`src/rtl/pshc_pkg.sv`:
```
`timescale 1ns / 1ps
// ----------------------------------------------------------------------------
// pshc_pkg
// Shared types and constants for the profile sample hash counter: field
// widths, item kind codes, result selection and the controller/datapath
// command and status groups.
// ----------------------------------------------------------------------------
package pshc_pkg;

    localparam int MASK_W  = 45;
    localparam int COUNT_W = 32;
    localparam int KIND_W  = 2;
    localparam int INDEX_W = 8;

    // Item kinds. The fourth code carries no meaning and is ignored.
    typedef enum logic [KIND_W-1:0] {
        KIND_RECORD = 2'd0,
        KIND_READ   = 2'd1,
        KIND_CLEAR  = 2'd2
    } kind_t;

    // What the result registers load when a result is produced.
    typedef enum logic [1:0] {
        RES_ZERO   = 2'd0,
        RES_FULL   = 2'd1,
        RES_READ   = 2'd2,
        RES_UPDATE = 2'd3
    } res_sel_t;

    typedef struct packed {
        logic     capture;
        logic     hash_step;
        logic     probe_next;
        logic     sweep_wr;
        logic     upd_wr;
        logic     rd_idx;
        logic     res_load;
        res_sel_t res_sel;
    } ctrl_cmd_t;

    typedef struct packed {
        logic [KIND_W-1:0] kind;
        logic              ignore;
        logic              idx_ok;
        logic              hash_last;
        logic              probe_hit;
        logic              probe_last;
        logic              sweep_last;
    } ctrl_status_t;

endpackage

```
`src/rtl/pshc_ctrl.sv`:
```
`timescale 1ns / 1ps
// ----------------------------------------------------------------------------
// pshc_ctrl
// Controller of the hash counter: sequences the initial sweep, item decode,
// modulo steps, probing, reads, clears and the result strobe.
// ----------------------------------------------------------------------------
module pshc_ctrl (
    input  logic                   clk,
    input  logic                   rst_n,
    input  logic                   start,
    input  pshc_pkg::ctrl_status_t status,
    output pshc_pkg::ctrl_cmd_t    cmd,
    output logic                   busy,
    output logic                   done
);
    import pshc_pkg::*;

    typedef enum logic [3:0] {
        ST_INIT_SWEEP,
        ST_IDLE,
        ST_DISPATCH,
        ST_HASH,
        ST_PROBE_RD,
        ST_PROBE_CHK,
        ST_READ_OUT,
        ST_CLEAR_SWEEP
    } state_t;

    state_t state_reg, state_next;
    logic   busy_reg, busy_next;
    logic   done_reg, done_next;

    always_comb
    begin
        state_next = state_reg;
        busy_next  = busy_reg;
        done_next  = 1'b0;
        cmd        = '0;
        cmd.res_sel = RES_ZERO;

        unique case (state_reg)
            ST_INIT_SWEEP:
            begin
                cmd.sweep_wr = 1'b1;
                if (status.sweep_last)
                begin
                    state_next = ST_IDLE;
                    busy_next  = 1'b0;
                end
            end
            ST_IDLE:
            begin
                if (start)
                begin
                    cmd.capture = 1'b1;
                    state_next  = ST_DISPATCH;
                    busy_next   = 1'b1;
                end
            end
            ST_DISPATCH:
            begin
                cmd.rd_idx = 1'b1;
                unique case (status.kind)
                    KIND_RECORD:
                    begin
                        if (status.ignore)
                        begin
                            cmd.res_load = 1'b1;
                            done_next    = 1'b1;
                            busy_next    = 1'b0;
                            state_next   = ST_IDLE;
                        end
                        else
                        begin
                            state_next = ST_HASH;
                        end
                    end
                    KIND_READ:
                    begin
                        if (status.idx_ok)
                        begin
                            state_next = ST_READ_OUT;
                        end
                        else
                        begin
                            cmd.res_load = 1'b1;
                            done_next    = 1'b1;
                            busy_next    = 1'b0;
                            state_next   = ST_IDLE;
                        end
                    end
                    KIND_CLEAR:
                    begin
                        state_next = ST_CLEAR_SWEEP;
                    end
                    default:
                    begin
                        cmd.res_load = 1'b1;
                        done_next    = 1'b1;
                        busy_next    = 1'b0;
                        state_next   = ST_IDLE;
                    end
                endcase
            end
            ST_HASH:
            begin
                cmd.hash_step = 1'b1;
                if (status.hash_last)
                begin
                    state_next = ST_PROBE_RD;
                end
            end
            ST_PROBE_RD:
            begin
                state_next = ST_PROBE_CHK;
            end
            ST_PROBE_CHK:
            begin
                priority if (status.probe_hit)
                begin
                    cmd.upd_wr   = 1'b1;
                    cmd.res_load = 1'b1;
                    cmd.res_sel  = RES_UPDATE;
                    done_next    = 1'b1;
                    busy_next    = 1'b0;
                    state_next   = ST_IDLE;
                end
                else if (status.probe_last)
                begin
                    cmd.res_load = 1'b1;
                    cmd.res_sel  = RES_FULL;
                    done_next    = 1'b1;
                    busy_next    = 1'b0;
                    state_next   = ST_IDLE;
                end
                else
                begin
                    cmd.probe_next = 1'b1;
                    state_next     = ST_PROBE_RD;
                end
            end
            ST_READ_OUT:
            begin
                cmd.res_load = 1'b1;
                cmd.res_sel  = RES_READ;
                done_next    = 1'b1;
                busy_next    = 1'b0;
                state_next   = ST_IDLE;
            end
            ST_CLEAR_SWEEP:
            begin
                cmd.sweep_wr = 1'b1;
                if (status.sweep_last)
                begin
                    cmd.res_load = 1'b1;
                    done_next    = 1'b1;
                    busy_next    = 1'b0;
                    state_next   = ST_IDLE;
                end
            end
            default:
            begin
                state_next = ST_IDLE;
                busy_next  = 1'b0;
            end
        endcase
    end

    always_ff @(posedge clk or negedge rst_n)
    begin
        if (!rst_n)
        begin
            state_reg <= ST_INIT_SWEEP;
            busy_reg  <= 1'b1;
            done_reg  <= 1'b0;
        end
        else
        begin
            state_reg <= state_next;
            busy_reg  <= busy_next;
            done_reg  <= done_next;
        end
    end

    assign busy = busy_reg;
    assign done = done_reg;

    // The result strobe always coincides with the block becoming free.
    assert property (@(posedge clk) disable iff (!rst_n) done_reg |-> !busy_reg)
        else $error("result strobe while busy");

    // A result strobe lasts one cycle, since an item passes through idle and dispatch first.
    assert property (@(posedge clk) disable iff (!rst_n) done_reg |=> !done_reg)
        else $error("result strobe longer than one cycle");

    // The sweep and the slot update never fight for the write port.
    assert property (@(posedge clk) disable iff (!rst_n)
        !(cmd.sweep_wr && cmd.upd_wr))
        else $error("memory write conflict");

    // Every slot update produces a result strobe in the next cycle.
    assert property (@(posedge clk) disable iff (!rst_n) cmd.upd_wr |=> done_reg)
        else $error("slot update without a result");

endmodule

```
`config.mk`:
```
export PLATFORM = sky130hd
export DESIGN_NAME = pshc_ctrl
export DESIGN_NICKNAME = d
export VERILOG_FILES = /design/src/rtl/pshc_pkg.sv /design/src/rtl/pshc_ctrl.sv
export SDC_FILE = /design/constraint.sdc
export NUM_CORES = 1
export LEC_CHECK = 0
export ABC_AREA = 1
export BUFFER_PORTS_ARGS = -buffer_cell sky130_fd_sc_hd__buf_2
export CAP_MARGIN = 10
export CORE_AREA = 4 4 41 43
export DETAILED_ROUTE_END_ITERATION = 10
export DIE_AREA = 0 0 45 47
export MAX_ROUTING_LAYER = met4
export PLACE_DENSITY = 0.66
export SETUP_SLACK_MARGIN = 0.5
export SYNTH_ARGS = -nofsm -noshare
export SYNTH_HDL_FRONTEND = slang
export SYNTH_SLANG_ARGS = --single-unit
```
`constraint.sdc`:
```
create_clock -name clk -period 1.55 [get_ports clk]
set_clock_uncertainty 0.2 [all_clocks]
set_input_delay 0.0775 -clock clk [delete_from_list [all_inputs] [get_ports clk]]
set_output_delay 0.0775 -clock clk [all_outputs]
set_load 0.02 [all_outputs]
```
== Word-level counts from Yosys, hierarchy flattened ==
Cells that the tools add are included.

* Flip-flop bits (word level): 6
* Word-level logic and storage cells: 64

* Eq/ne operators: 16
* Muxes and demuxes: 38
* Bitwise logic cells: 1
* Reduce and logical (&&, ||, !) cells: 6

{| class="wikitable"
|+ Operator list
! cell !! number
|-
| 4-bit case mux with 6 select lines || 1
|-
| 1-bit two-way mux || 21
|-
| 4-bit by 3-bit == test with 1-bit output (second input constant) || 4
|-
| 4-bit two-way mux || 4
|-
| 3-bit two-way mux || 4
|-
| 4-bit case mux with 3 select lines || 1
|-
| 3-bit != test (second input constant) || 3
|-
| 4-bit by 2-bit == test with 1-bit output (second input constant) || 2
|-
| 1-bit case mux with 4 select lines || 2
|-
| 7-bit AND reduction || 1
|-
| 2-bit != test (second input constant) || 3
|-
| 1-bit case mux with 3 select lines || 2
|-
| 1-bit case mux with 5 select lines || 1
|-
| 4-bit by 1-bit == test with 1-bit output (second input constant) || 1
|-
| 4-bit zero test || 1
|-
| 2-bit case mux with 2 select lines || 1
|-
| 2-bit OR reduction || 2
|-
| 3-bit AND reduction || 1
|-
| 2-bit by 1-bit == test with 1-bit output (second input constant) || 1
|-
| 2-bit == test (second input constant) || 1
|-
| 2-bit zero test || 1
|-
| 2-bit two-way mux || 1
|-
| 2-bit by 1-bit != test with 1-bit output (second input constant) || 1
|-
| 1-bit inverter || 1
|}

== Depth between registers and ports, before layout ==
* Word-level depth: 4
* Mapped depth: 9
* Gate-level depth less buffers: 9

== Worst setup path after synthesis ==
OpenSTA, ideal clock, no wires.

* Kind: reg-to-reg
* Start point: reg state_reg[0]
* End point: reg state_reg[0]
* Library setup time: 121 ps
* Arrival time: 1107 ps
* Data required time: 1229 ps
* Slack: 122 ps
* Stages on the path, launching flop included: 8
* Path buffers: 0
* Clock period less this slack: 1428 ps
* Cells stage by stage: dfrtp_1 nand2_1 nor2_2 nand2_1 nand2_1 nor2_2 o21ai_1 nand2_1

* Word-level cells in the longest chain between the ends: 4
* Elaborated cells between the ends (all ways): 13
* Those cells by class: eq/ne: 9; mux: 1; reduce/logical: 3

{| class="wikitable"
|+ Ends and longest elaborated chain
! what !! line !! source
|-
| start: declaration || pshc_ctrl.sv:29 || <nowiki>state_t state_reg, state_next;</nowiki>
|-
| start signal: assignment || pshc_ctrl.sv:179 || <nowiki>state_reg <= state_next;</nowiki>
|-
| 4-bit by 3-bit == test with 1-bit output / 4-bit zero test (equally long branches) || pshc_ctrl.sv:41 || <nowiki>unique case (state_reg)</nowiki>
|-
| 2-bit OR reduction (no source line) || -- ||
|-
| 2-bit by 1-bit != test with 1-bit output (no source line) || -- ||
|-
| 3-bit AND reduction (no source line) || -- ||
|}

Parallel ways exist; a longest one is shown, timed or not.
A chain may end at the register's enable or synchronous reset.

==> summary.md <==
| Metric | Value |
|---|---|
| Leak | 0.437 nW |
| Min Tclk post-route | 1.55 ns |
| EDFF count, synth | 0 |
| Placed Instances | 111 |
| Net count after synthesis | 84 |
| Vias in the first global route | 539 |
| Setup TNS | -0.00482 ns |
| Violated checks | negative hold slack, negative setup slack |
| Class of the worst hold path | primary input to flop |
| Mapped Cells | 73 |
| Worst hold margin | -0.0391 ns |
| Finish-stage setup viols | 2 |
| WL per Instance | 12.5 µm |
| Slew margin rel. | 85.5% |
| Core Area | 0.00130 mm² |
| Num CTS Buffers | 3 |
| Clock transition at path regs | 0.04 ns |
| Die area | 0.00212 mm² |
| CTS Hold Bufs | 1 |
| H-tree Lvls | 1 |
| Max Slew Vio Count | 0 |
| Max reg flops | 3 |
| Antenna violations before repair | 0 |
| Fmax | 644 MHz |
| CTS root buffer | clkbuf_4 |
| Ys flop type | dfrtp_1 |
| Avg Inst Size Synth | 5.86 µm² |
| Synth area leader | dfrtp_1 |
| IO Pins | 22 |
| GPL Wtd Cong | 0.855 |
| # rows | 13 |
| Critical path peak fanout | 5 |
| Pin count of the biggest net entering global routing | 8 |
| Peak supply drop | 0.870 mV |
| Nets | 122 |
| RSZ-0062 raised after global routing | yes |
| All-layer global routing usage | 15.6% |
| Routed vias | 611 |
| Yosys warnings | 0 |
| Multi-input logic area | 362 µm² |
| Final WL | 1.56 mm |
| Setup slack after layout | -0.00398 ns |
| Fillers | 109 |
| Die W | 45 µm |
| Remaining DRCs | 0 |
| Distinct cells, synth | 15 |
| Register area share after synthesis | 29.5% |
| CTS tree | built |
| Setup CP Type | flop to primary output |
| Ant diodes | 0 |
| Synth area leaders | dfrtp_1, nand2_1, inv_1, nor2_2, dfstp_2 |
| Detailed Routing Iterations Pass 1 | 4 |
| Layout Area Growth over Synthesis | 100% |
| Worst EP arrival | 1.28 ns |
| Pwr per Cell Area | 2050 mW/mm² |
| Starting Density | 32.9% |
| Worst setup EP type | primary output |
| CTS sink count | 5 |
| First-pass GRT wire length | 2.30 mm |
| Die Ht | 47 µm |
| Clock tree buffer depth | 2 |
| Yosys reg bits | 5 |
| Cell count of the worst hold path | 5 |
| Worst-Skew Late Latency | 0.24 ns |
| MaxCap Viol Count | 0 |
| Final hold vios | 5 |
| Mapped Area | 428 µm² |
| Status | finished, violations left |
| IO buf count | 21 |
| Dpl hpwl | 1.03 mm |
| Most common cell in the netlist | nand2_1 |
| Final cell count without fillers | 125 |
| Worst setup SP type | flop |
| Register area | 130 µm² |
| R2R depth | 7 |
| Synth top area share | 23.4% |
| Vias/cell | 4.89 |
| DRT antenna net count | 0 |
| Post-synth top cells | nand2_1, inv_1, nor2_1, nor2_2 |
| Worst-Margin Slew | 0.218 ns |
| Worst endpoint required time | 1.27 ns |
| Overflow left after global routing | 0 |
| Fraction of layout instances using a drive strength above 1 | 59.1% |
| Async set-or-reset flop fraction in the synthesized netlist | 100% |
| Iteration-0 DRC count of the detailed router | 11 |
| Fin crit share | 100% |
-- path summary, 6_finish.rpt --
kind | from | slack (ns) | end
setup reg to reg | state_reg[1] | 0.07 | state_reg[0]
max in group asynchronous | rst_n | 0.96 | busy
hold / removal | start | -0.04 | busy
setup / recovery | state_reg[1] | -0.004 | cmd[5]
min in group asynchronous | rst_n | -0.02 | state_reg[1]
hold reg to reg | busy | 0.28 | busy
-- critical path, stage by stage (launching register included) --
cell,delay [ns]
dfrtp_2,0.45
buf_4,0.16
o21ai_4,0.18
nand2_2,0.09
inv_2,0.05
buf_6,0.10
-- through the flow --
| step | instance area (µm²) | hold WS [ns] | utilization [%] | worst slack, ns | power (W) |
|---|---|---|---|---|---|
| finish | 857 | -0.0391 | 65.9 | -0.00398 | 0.00175 |
| global route | 857 | -0.0299 | 65.9 | -0.0584 | 0.00189 |
| CTS | 811 | -0.0436 | 62.3 | 0.0146 | 0.00163 |
| detailed placement | 627 | -0.306 | 48.2 | 0.121 | 0.00113 |
| global placement | 627 | -0.306 | 48.2 | 0.132 | 0.00112 |
| floorplan | 488 | -0.418 | - | 0.215 | 0.000881 |
-- routing by layer --
metal | global-route usage, % | share of wire, %
met1 | 17.5 | 41
met2 | 27.1 | 49
met3 | 4.98 | 6.2
met4 | 3.51 | 3.0
met5 | - | 0
-- timing repair --
action | in CTS | in global routing
pin swaps | 6 | 4
endpoints found under the hold margin | 6 | 5
gates cloned | 0 | 0
gates resized for setup | 26 | 11
buffers inserted | 8 | 1
endpoints found under the setup margin | 15 | 16
-- report_power, final --
group | switching (W) | leakage [nW] | internal, W
logic | 0.000708 | 0.365 | 0.000596
clock network | 0.0000574 | 0.0150 | 0.0000976
registers | 0.0000888 | 0.0575 | 0.000205
-- layout make-up --
cell class	instances	share of cell area, %
clock buffer	4	3.07
timing repair buffer	33	30.7
inverter	14	6.72
tap	15	2.19
multi-input combinational	54	42.2
sequential	5	15.2
-- kinds of logic after synthesis --
group	share of synthesized area, %
AO/OA/AOI/OAI	15.2
buffers and inverters	12.3
flip-flops	29.5
AND/OR/NAND/NOR	43.0
-- placed cells by master (no fill, tap or decap), drive strengths merged --
cell / n
buf: 32
nand2: 25
inv: 14
nor2: 11
o21ai: 7
nand3: 5
clkbuf: 4
dfrtp: 4
a21oi: 3
o22ai: 1
o221ai: 1
and2: 1
dfstp: 1
dlygate4sd3: 1
Note: power is estimated with default switching activity, not from simulation.
